[config.mk]
export PLATFORM = sky130hd
export DESIGN_NAME = udp_address_rewrite_checksum_top
export DESIGN_NICKNAME = d
export VERILOG_FILES = /design/src/hdl/uarc_pkg.sv /design/src/hdl/udp_address_rewrite_checksum_top.sv
export VERILOG_INCLUDE_DIRS = /design/src /design/src/hdl
export SDC_FILE = /design/constraint.sdc
export NUM_CORES = 1
export LEC_CHECK = 0
export BUFFER_PORTS_ARGS = -buffer_cell sky130_fd_sc_hd__buf_2
export CORE_UTILIZATION = 65
export CTS_BUF_LIST = sky130_fd_sc_hd__clkbuf_4
export DETAILED_ROUTE_END_ITERATION = 6
export PLACE_DENSITY = 0.85
export SETUP_SLACK_MARGIN = 0.5
export SYNTH_ARGS = -nofsm -noshare
export SYNTH_HDL_FRONTEND = slang
export SYNTH_SLANG_ARGS = --single-unit
[constraint.sdc]
create_clock -name clock -period 24.9 [get_ports clock]
set_input_delay 2.49 -clock clock [delete_from_list [all_inputs] [get_ports clock]]
set_output_delay 2.49 -clock clock [all_outputs]
set_load 0.005 [all_outputs]
[src/hdl/assert_macros.svh]
// assertion helpers shared by the rtl
`ifndef ASSERT_MACROS_SVH
`define ASSERT_MACROS_SVH

// same-cycle implication
`define ASSERT_IMPLIES(label, clk, rst, ante, cons, msg) \
   label: assert property (@(posedge clk) disable iff (rst) (ante) |-> (cons)) \
      else $error(msg);

// next-cycle implication
`define ASSERT_NEXT(label, clk, rst, ante, cons, msg) \
   label: assert property (@(posedge clk) disable iff (rst) (ante) |=> (cons)) \
      else $error(msg);

`endif

[src/hdl/uarc_pkg.sv]
package uarc_pkg;

   localparam int MAX_PACKET_BYTES = 9216;
   localparam int POS_WIDTH = $clog2(MAX_PACKET_BYTES + 1);
   localparam int LEN_WIDTH = $clog2(MAX_PACKET_BYTES + 2);
   localparam int CMP_WIDTH = 17;
   localparam int ADDEND_WIDTH = 18;

   localparam int UDP_PROTO = 17;
   localparam int UDP_HDR_BYTES = 8;
   localparam int MIN_LEN_V4 = 28;
   localparam int MIN_LEN_V6 = 48;
   localparam int V6_HDR_LEN = 40;

   localparam logic [3:0] IP_VERSION_V4 = 4'd4;
   localparam logic [3:0] IP_VERSION_V6 = 4'd6;
   localparam logic [3:0] MIN_IHL = 4'd5;

   // byte positions within the ip header
   localparam int V4_CSUM_POS = 10;
   localparam int V4_SRC_POS = 12;
   localparam int V4_DST_POS = 16;
   localparam int V4_ADDR_END = 20;
   localparam int V6_SRC_POS = 8;
   localparam int V6_DST_POS = 24;
   localparam int V6_ADDR_END = 40;

   // byte offsets within the udp header
   localparam logic [2:0] UDP_SPORT_HI = 3'd0;
   localparam logic [2:0] UDP_DPORT_HI = 3'd2;
   localparam logic [2:0] UDP_LEN_HI = 3'd4;
   localparam logic [2:0] UDP_LEN_LO = 3'd5;
   localparam logic [2:0] UDP_CSUM_HI = 3'd6;
   localparam logic [2:0] UDP_CSUM_LO = 3'd7;

   typedef logic [POS_WIDTH-1:0] pos_type;
   typedef logic [15:0][7:0] addr_type;

   typedef enum logic [1:0] {
      STATUS_OK       = 2'd0,
      STATUS_REJECT   = 2'd1,
      STATUS_LEN_OVER = 2'd2
   } status_type;

   // ones' complement add with end-around carry
   function automatic logic [15:0] csum_add(logic [15:0] acc,
                                            logic [ADDEND_WIDTH-1:0] addend);
      logic [ADDEND_WIDTH-1:0] total;
      logic [16:0] part;
      total = ADDEND_WIDTH'(acc) + addend;
      part = {1'b0, total[15:0]} + 17'(total[ADDEND_WIDTH-1:16]);
      return part[15:0] + 16'(part[16]);
   endfunction

   function automatic logic [15:0] byte_word(logic [7:0] b, logic odd);
      return odd ? {8'h00, b} : {b, 8'h00};
   endfunction

   // keeps only the bytes of a header word that lie inside the udp length
   function automatic logic [15:0] masked_word(logic [15:0] w, logic [15:0] dl,
                                               logic [2:0] hi_idx);
      logic keep_hi;
      logic keep_lo;
      keep_hi = dl > 16'(hi_idx);
      keep_lo = dl > (16'(hi_idx) + 16'd1);
      return {w[15:8] & {8{keep_hi}}, w[7:0] & {8{keep_lo}}};
   endfunction

   function automatic logic in_span(pos_type v, int lo, int hi);
      return (v >= POS_WIDTH'(lo)) && (v < POS_WIDTH'(hi));
   endfunction

endpackage

[src/hdl/udp_address_rewrite_checksum_top.sv]
// one packet byte per transaction; a new byte can be accepted every cycle, unless a last byte waits for the snapshot
// the last byte passes the input register, then the end-of-packet snapshot, then the result register; each can stall
// each byte adds into the header sum and the pseudo-header and datagram sum as it leaves the input register
// synchronous active-high reset empties the pipeline and clears the packet state
`include "assert_macros.svh"

module udp_address_rewrite_checksum_top (
   input  logic                 clock,
   input  logic                 reset,
   input  logic                 req_valid,
   output logic                 req_ready,
   input  logic [7:0]           req_data_byte,
   input  logic                 req_last,
   input  logic                 req_func,
   input  logic                 req_family,
   input  logic [63:0]          req_addr_high,
   input  logic [63:0]          req_addr_low,
   input  logic [15:0]          req_new_port,
   output logic                 rsp_valid,
   input  logic                 rsp_ready,
   output logic [15:0]          rsp_ip_checksum,
   output logic [15:0]          rsp_udp_checksum,
   output logic [5:0]           rsp_udp_offset,
   output uarc_pkg::status_type rsp_status
);
   import uarc_pkg::*;

   // input register
   logic        a_valid_ff, a_valid_in;
   logic [7:0]  a_byte_ff;
   logic        a_last_ff, a_func_ff, a_family_ff;
   addr_type    a_addr_ff;
   logic [15:0] a_port_ff;

   // packet state
   pos_type     pos_ff, pos_in;
   logic [5:0]  hl_ff, hl_in;
   logic        fault_ff, fault_in;
   logic [15:0] hsum_ff, hsum_in;
   logic [15:0] usum_ff, usum_in;
   logic [15:0] dlen_ff, dlen_in;
   logic        family_ff, family_in;
   logic        func_ff, func_in;
   addr_type    addr_ff, addr_in;
   logic [15:0] nport_ff, nport_in;
   logic [7:0]  pbyte_ff [4];
   logic [7:0]  pbyte_in [4];

   // end-of-packet snapshot
   logic                 f_valid_ff, f_valid_in;
   logic                 f_family_ff, f_fault_ff;
   logic [LEN_WIDTH-1:0] f_len_ff;
   logic [5:0]           f_hl_ff;
   logic [15:0]          f_dlen_ff, f_hsum_ff, f_usum_ff;

   // result register
   logic        rsp_valid_ff, rsp_valid_in;
   logic [15:0] rsp_ip_checksum_ff, rsp_ip_checksum_in;
   logic [15:0] rsp_udp_checksum_ff, rsp_udp_checksum_in;
   logic [5:0]  rsp_udp_offset_ff, rsp_udp_offset_in;
   status_type  rsp_status_ff, rsp_status_in;

   // handshake chain
   logic req_accept, r_free, f_move, f_free, a_move;

   // byte processing
   logic                    first, cur_family, cur_func, first_bad, fault_cur, work;
   logic [5:0]              hl_cur;
   pos_type                 rel;
   logic                    in_hdr, in_udph, in_data;
   logic                    hb_sub, hb_zero, in_addr;
   logic [3:0]              idx;
   logic [7:0]              hbyte;
   logic [15:0]             hdr_word, dl_new, w0, w1;
   logic [ADDEND_WIDTH-1:0] u_addend;
   logic [15:0]             hsum_upd, usum_upd, dlen_upd;

   // result stage
   logic [CMP_WIDTH-1:0] len_c;
   logic                 st_reject, st_over;

   assign r_free     = !rsp_valid_ff || rsp_ready;
   assign f_move     = f_valid_ff && r_free;
   assign f_free     = !f_valid_ff || r_free;
   assign a_move     = a_valid_ff && (!a_last_ff || f_free);
   assign req_ready  = !a_valid_ff || a_move;
   assign req_accept = req_valid && req_ready;

   assign a_valid_in   = req_accept ? 1'b1 : (a_move ? 1'b0 : a_valid_ff);
   assign f_valid_in   = (a_move && a_last_ff) ? 1'b1 : (f_move ? 1'b0 : f_valid_ff);
   assign rsp_valid_in = f_move ? 1'b1 : (rsp_ready ? 1'b0 : rsp_valid_ff);

   // first byte: header length and version check
   assign first      = (pos_ff == '0);
   assign cur_family = first ? a_family_ff : family_ff;
   assign cur_func   = first ? a_func_ff : func_ff;
   assign hl_cur     = first ? (cur_family ? 6'(V6_HDR_LEN) : {a_byte_ff[3:0], 2'b00})
                             : hl_ff;
   assign first_bad  = first && (cur_family ? (a_byte_ff[7:4] != IP_VERSION_V6)
                                            : (a_byte_ff[7:4] != IP_VERSION_V4 ||
                                               a_byte_ff[3:0] < MIN_IHL));
   assign fault_cur  = fault_ff || first_bad || (pos_ff >= POS_WIDTH'(MAX_PACKET_BYTES));
   assign work       = !fault_cur;

   // packet region of this byte
   assign rel     = pos_ff - POS_WIDTH'(hl_cur);
   assign in_hdr  = pos_ff < POS_WIDTH'(hl_cur);
   assign in_udph = !in_hdr && (rel < POS_WIDTH'(UDP_HDR_BYTES));
   assign in_data = !in_hdr && !in_udph && (CMP_WIDTH'(rel) < CMP_WIDTH'(dlen_ff));

   // address substitution within the ip header
   always_comb begin
      hb_sub  = 1'b0;
      hb_zero = 1'b0;
      in_addr = 1'b0;
      idx     = '0;
      if (!cur_family) begin
         hb_zero = (pos_ff == POS_WIDTH'(V4_CSUM_POS)) ||
                   (pos_ff == POS_WIDTH'(V4_CSUM_POS + 1));
         in_addr = in_span(pos_ff, V4_SRC_POS, V4_ADDR_END);
         if (cur_func) begin
            hb_sub = in_span(pos_ff, V4_SRC_POS, V4_DST_POS);
            idx    = pos_ff[3:0] - 4'(V4_SRC_POS);
         end else begin
            hb_sub = in_span(pos_ff, V4_DST_POS, V4_ADDR_END);
            idx    = pos_ff[3:0] - 4'(V4_DST_POS);
         end
      end else begin
         in_addr = in_span(pos_ff, V6_SRC_POS, V6_ADDR_END);
         if (cur_func) begin
            hb_sub = in_span(pos_ff, V6_SRC_POS, V6_DST_POS);
            idx    = pos_ff[3:0] - 4'(V6_SRC_POS);
         end else begin
            hb_sub = in_span(pos_ff, V6_DST_POS, V6_ADDR_END);
            idx    = pos_ff[3:0] - 4'(V6_DST_POS);
         end
      end
   end

   assign hbyte    = hb_sub ? addr_ff[~idx] : (hb_zero ? 8'h00 : a_byte_ff);
   assign hdr_word = byte_word(hbyte, pos_ff[0]);
   assign dl_new   = {dlen_ff[15:8], a_byte_ff};
   assign w0       = cur_func ? nport_ff : {pbyte_ff[0], pbyte_ff[1]};
   assign w1       = cur_func ? {pbyte_ff[2], pbyte_ff[3]} : nport_ff;

   // addend for the pseudo-header and datagram sum
   always_comb begin
      u_addend = '0;
      if (work) begin
         if (in_hdr) begin
            if (in_addr) begin
               u_addend = ADDEND_WIDTH'(hdr_word);
            end
         end else if (in_udph) begin
            case (rel[2:0])
               UDP_LEN_LO: begin
                  u_addend = ADDEND_WIDTH'(UDP_PROTO) + ADDEND_WIDTH'(dl_new) +
                             ADDEND_WIDTH'(masked_word(dl_new, dl_new, UDP_LEN_HI));
               end
               UDP_CSUM_HI: begin
                  u_addend = ADDEND_WIDTH'(masked_word(w0, dlen_ff, UDP_SPORT_HI));
               end
               UDP_CSUM_LO: begin
                  u_addend = ADDEND_WIDTH'(masked_word(w1, dlen_ff, UDP_DPORT_HI));
               end
               default: begin
                  u_addend = '0;
               end
            endcase
         end else if (in_data) begin
            u_addend = ADDEND_WIDTH'(byte_word(a_byte_ff, rel[0]));
         end
      end
   end

   assign hsum_upd = (work && in_hdr && !cur_family) ? csum_add(hsum_ff, ADDEND_WIDTH'(hdr_word))
                                                     : hsum_ff;
   assign usum_upd = csum_add(usum_ff, u_addend);

   always_comb begin
      dlen_upd = dlen_ff;
      if (work && in_udph) begin
         if (rel[2:0] == UDP_LEN_HI) begin
            dlen_upd[15:8] = a_byte_ff;
         end else if (rel[2:0] == UDP_LEN_LO) begin
            dlen_upd[7:0] = a_byte_ff;
         end
      end
   end

   // packet state update
   always_comb begin
      pos_in    = pos_ff;
      hl_in     = hl_ff;
      fault_in  = fault_ff;
      hsum_in   = hsum_ff;
      usum_in   = usum_ff;
      dlen_in   = dlen_ff;
      family_in = family_ff;
      func_in   = func_ff;
      addr_in   = addr_ff;
      nport_in  = nport_ff;
      for (int i = 0; i < 4; i++) begin
         pbyte_in[i] = pbyte_ff[i];
      end
      if (a_move) begin
         if (first) begin
            family_in = a_family_ff;
            func_in   = a_func_ff;
            addr_in   = a_addr_ff;
            nport_in  = a_port_ff;
            hl_in     = hl_cur;
         end
         fault_in = fault_cur;
         hsum_in  = hsum_upd;
         usum_in  = usum_upd;
         dlen_in  = dlen_upd;
         if (work && in_udph && !rel[2]) begin
            pbyte_in[rel[1:0]] = a_byte_ff;
         end
         if (pos_ff < POS_WIDTH'(MAX_PACKET_BYTES)) begin
            pos_in = pos_ff + 1'b1;
         end
         if (a_last_ff) begin
            pos_in   = '0;
            hl_in    = '0;
            fault_in = 1'b0;
            hsum_in  = '0;
            usum_in  = '0;
            dlen_in  = '0;
         end
      end
   end

   // result from the snapshot
   assign len_c     = CMP_WIDTH'(f_len_ff);
   assign st_reject = f_fault_ff ||
                      len_c < (f_family_ff ? CMP_WIDTH'(MIN_LEN_V6) : CMP_WIDTH'(MIN_LEN_V4)) ||
                      len_c < (CMP_WIDTH'(f_hl_ff) + CMP_WIDTH'(UDP_HDR_BYTES));
   assign st_over   = (CMP_WIDTH'(f_hl_ff) + CMP_WIDTH'(f_dlen_ff)) > len_c;

   always_comb begin
      rsp_status_in       = STATUS_REJECT;
      rsp_ip_checksum_in  = '0;
      rsp_udp_checksum_in = '0;
      rsp_udp_offset_in   = '0;
      if (!st_reject) begin
         rsp_udp_offset_in  = f_hl_ff;
         rsp_ip_checksum_in = f_family_ff ? 16'h0000 : ~f_hsum_ff;
         if (st_over) begin
            rsp_status_in = STATUS_LEN_OVER;
         end else begin
            rsp_status_in       = STATUS_OK;
            rsp_udp_checksum_in = (f_usum_ff == 16'hFFFF) ? 16'hFFFF : ~f_usum_ff;
         end
      end
   end

   always_ff @(posedge clock) begin
      if (reset) begin
         a_valid_ff   <= 1'b0;
         f_valid_ff   <= 1'b0;
         rsp_valid_ff <= 1'b0;
         pos_ff       <= '0;
         hl_ff        <= '0;
         fault_ff     <= 1'b0;
         hsum_ff      <= '0;
         usum_ff      <= '0;
         dlen_ff      <= '0;
         family_ff    <= 1'b0;
         func_ff      <= 1'b0;
      end else begin
         a_valid_ff   <= a_valid_in;
         f_valid_ff   <= f_valid_in;
         rsp_valid_ff <= rsp_valid_in;
         pos_ff       <= pos_in;
         hl_ff        <= hl_in;
         fault_ff     <= fault_in;
         hsum_ff      <= hsum_in;
         usum_ff      <= usum_in;
         dlen_ff      <= dlen_in;
         family_ff    <= family_in;
         func_ff      <= func_in;
      end
   end

   always_ff @(posedge clock) begin
      addr_ff  <= addr_in;
      nport_ff <= nport_in;
      for (int i = 0; i < 4; i++) begin
         pbyte_ff[i] <= pbyte_in[i];
      end
      if (req_accept) begin
         a_byte_ff   <= req_data_byte;
         a_last_ff   <= req_last;
         a_func_ff   <= req_func;
         a_family_ff <= req_family;
         a_addr_ff   <= {req_addr_high, req_addr_low};
         a_port_ff   <= req_new_port;
      end
      if (a_move && a_last_ff) begin
         f_family_ff <= cur_family;
         f_fault_ff  <= fault_cur;
         f_len_ff    <= LEN_WIDTH'(pos_ff) + 1'b1;
         f_hl_ff     <= hl_cur;
         f_dlen_ff   <= dlen_upd;
         f_hsum_ff   <= hsum_upd;
         f_usum_ff   <= usum_upd;
      end
      if (f_move) begin
         rsp_ip_checksum_ff  <= rsp_ip_checksum_in;
         rsp_udp_checksum_ff <= rsp_udp_checksum_in;
         rsp_udp_offset_ff   <= rsp_udp_offset_in;
         rsp_status_ff       <= rsp_status_in;
      end
   end

   assign rsp_valid        = rsp_valid_ff;
   assign rsp_ip_checksum  = rsp_ip_checksum_ff;
   assign rsp_udp_checksum = rsp_udp_checksum_ff;
   assign rsp_udp_offset   = rsp_udp_offset_ff;
   assign rsp_status       = rsp_status_ff;

   `ASSERT_IMPLIES(a_reject_zero, clock, reset, rsp_valid_ff && rsp_status_ff == STATUS_REJECT, rsp_ip_checksum_ff == 16'h0000 && rsp_udp_checksum_ff == 16'h0000 && rsp_udp_offset_ff == 6'd0, "rejected result with nonzero fields")
   `ASSERT_IMPLIES(a_ok_csum, clock, reset, rsp_valid_ff && rsp_status_ff == STATUS_OK, rsp_udp_checksum_ff != 16'h0000, "udp checksum of zero sent")
   `ASSERT_NEXT(a_last_clears, clock, reset, a_move && a_last_ff, pos_ff == '0 && fault_ff == 1'b0 && usum_ff == 16'h0000, "packet state not cleared after last byte")
   `ASSERT_NEXT(a_snap_held, clock, reset, f_valid_ff && !r_free, f_valid_ff, "pending snapshot lost")

endmodule
==> run summary <==
Outcome: finished clean
Period Utilization, post-route: 55.3%
Via count: 18600
Global route overflow: 0
CTS tree: built
P&R area growth vs syn: 11.8%
Hold Fails Final Rpt: 0
Min cycle time layout: 13.77 ns
Die Y: 200 um
P_int: 1.37 mW
Clock root buffer: clkbuf_4
Seq/Total Area, Yosys: 58.0%
Worst-Margin Slew: 1.17 ns
# nets final: 2572
Resize count post-CTS: 0
Area of placed instances: 0.0269 mm^2
Crit-path max FO: 43
Mapped Area: 0.0254 mm^2
Die Area: 0.0399 mm^2
Slowest stage delay, CP: 0.84 ns
Final ANT Viol Nets: 0
Post-synth top area cell: edfxtp_1
Initial antenna violation count: 4
Drt wl/cell: 22.2 um
Post-DR vias/cell: 6.36
Synth top area cells: edfxtp_1, dfxtp_1, ha_1
Buffers on Ports: 200
DRT Pass-1 Iters: 6
First-pass GRT wire length: 99.2 mm
Clk_lat worst skew: 0.90 ns
EDFF count, synth: 441
Synthesized area per cell: 12.3 um^2
CTS Hold Bufs: 0
Pwr Density: 63.8 mW/mm^2
Level count of the clock H-tree: 3
Post-Layout Cell Count: 2921
Seq pwr share: 55.0%
Hpwl dp: 46.2 mm
Max_slew headroom: 21.1%
Vias in the first global route: 18200
Final setup margin: 11.13 ns
Iter 0 DRT Violations: 2001
Most frequent cell on the critical path: ha_1
Simple-gate share of the synthesized area: 12.8%
Worst setup EP type: flip-flop
Overall Global Routing Usage: 33.4%
Bufs on Longest Clock Path: 3
Seq cells post-synth: 515
Clock tree sinks: 515
Startpoint type of the worst setup path: flip-flop
WL final: 64.9 mm
Row count: 72
Required time worst endpoint: 25.63 ns
Post-route setup TNS: 0 ns
Fmax achieved: 72.6 MHz
RD Place Congestion: 0.990
Initial core utilization: 65.9%
Design area: 0.0284 mm^2
Clock slew at reported path FFs: 0.12 ns
Placed insts: 2709
RSZ-0062 raised after global routing: false
Final Slew Violations: 0
Comb power frac: 8.4%
Num CTS Buffers: 118
Final core occ: 73.6%
WS Path Type: reg -> reg
Post-synthesis adder-cell area fraction: 5.17%
DP Worst Slack: 11.51 ns
Post-synth ARST share: 0%
Largest family of logic cells by synthesized area: compound AO/OA/AOI/OAI gates
Clock share of power: 36.7%
Switching Share: 24.5%
Total of max-cap violations: 0
Clock Skews: 0.110 ns
Sw Pwr: 0.443 mW
I/O pins: 201
Die span in x: 200 um
# setup viols final: 0
Slowest CP cell: clkinv_1
Unique cell type count in the Yosys netlist: 99
WP data arrival: 14.50 ns
Warnings, synthesis: 0
Pleak: 10.8 nW
Fraction of layout cells with a size suffix above 1: 20.7%
Multiplexer share of the synthesized area: 4.27%
Area share of the largest cell type after synthesis: 52.1%
Cell count after synthesis: 2063
Max rail drop VDD: 0.0691 mV
Compound-gate portion of the synthesized area: 13.3%
Core Area: 0.0386 mm^2
DRC violations left: 0
Hold Crit Class: reg -> reg
Setup bufs post-CTS: 0
Ys flop type: edfxtp_1
Largest net degree at the start of global routing: 86
Post-Synth XOR/XNOR Area: 3.64%
final timing paths:
path,startpoint,slack [ns],end,depth (start not counted)
worst min register to register,a_addr_ff[10],0.38,addr_ff[10],0
worst min-delay path,a_addr_ff[10],0.38,addr_ff[10],0
worst max-delay path,pos_ff[3],11.13,usum_ff[14],48
worst max register to register,pos_ff[3],11.13,usum_ff[14],48
sequential cells by signal, indices dropped and copies added (netlist names), 6 cells and up:
name              flops
f_len_ff             14
addr_ff             128
pos_ff               14
f_usum_ff            16
rsp_udp_offset        6
usum_ff              16
a_byte_ff             8
nport_ff             16
rsp_udp_checksum     16
dlen_ff              16
f_hsum_ff            16
a_addr_ff           128
rsp_ip_checksum      16
hsum_ff              16
hl_ff                 6
a_port_ff            16
f_dlen_ff            16
f_hl_ff               6
pbyte_ff             32
cell type report:
class	instances	area (um^2)
antenna	2	5.00
fill	2613	10200
tap	518	648
clock buffer	169	1270
timing repair buffer	230	1230
sequential	515	14700
inverter	71	267
clock inverter	41	241
multi-input combinational	1375	10000
per-layer routing:
| metal | vias to the layer above | track usage, % | share of wire, % |
|---|---|---|---|
| li1 | 8507 | - | - |
| met1 | 8849 | 42.8 | 39 |
| met2 | 1055 | 54.2 | 48 |
| met3 | 174 | 8.19 | 10 |
| met4 | 4 | 14.3 | 3.6 |
| met5 | - | 0 | 0.043 |
per-stage QoR:
stage | hold WS [ns] | power [mW]
floorplan | 0.400 | 1.11
global placement | 0.401 | 1.15
detailed placement | 0.405 | 1.16
CTS | 0.390 | 1.82
global route | 0.401 | 1.88
finish | 0.378 | 1.81
cell usage after synthesis (17+ instances only):
library cell	instances
nand2_1	135
clkbuf_1	79
a31oi_1	19
inv_1	69
edfxtp_1	441
nand3_1	61
o21ai_0	72
a22o_1	23
a211oi_1	21
and3_1	38
nor2_1	160
dfxtp_1	74
xnor2_1	66
nor2b_1	32
and2_1	24
xor2_1	35
a21o_1	35
a21oi_1	72
mux2i_1	17
mux4_2	32
ha_1	97
o21a_1	22
a22oi_1	29
nand4_1	31
nor3_1	60
nor4_1	19
critical path, delay by kind of cell (launching register included):
family	cells	cell delay, ns
AOI/OAI and AO/OA	21	5.29
and+or+nand+nor	14	3.61
adders and majority gates	8	2.56
buffers and inverters	3	1.30
xor gates and xnor gates	2	0.51
DFF	1	0.34
cell families (layout without fill, tap and decap cells):
kind of cell | after synthesis | after routing
AND/OR/NAND/NOR | 641 | 641
flip-flops | 515 | 515
AO/OA/AOI/OAI | 461 | 461
buffers and inverters | 174 | 511
XOR/XNOR | 103 | 103
adder cells (fa/ha/maj) | 102 | 102
multiplexers | 66 | 66
other | 1 | 4
cells in the final DEF, fill, tap and decap left out, types with 29 or more instances in the layout:
master      n
xor2_1     35
nor2_1    159
and3_1     38
clkbuf_4  169
nand2_1   135
buf_2     200
buf_4      30
a22oi_1    29
nand3_1    61
a21oi_1    72
nor3_1     60
clkinv_1   30
o21ai_0    72
dfxtp_1    72
mux4_2     32
a21o_1     35
xnor2_1    66
nor2b_1    31
edfxtp_1  441
nand4_1    31
inv_1      68
ha_1       97
power groups by stage:
| stage | registers, mW | clock network [mW] | logic (mW) |
|---|---|---|---|
| finish | 0.995 | 0.664 | 0.152 |
| floorplan | 1.01 | 0 | 0.0945 |
| detailed placement | 1.01 | 0 | 0.147 |
| global placement | 1.01 | 0 | 0.143 |
| global route | 0.998 | 0.716 | 0.163 |
| CTS | 0.996 | 0.675 | 0.148 |
Power figures use the tool's default switching activity.
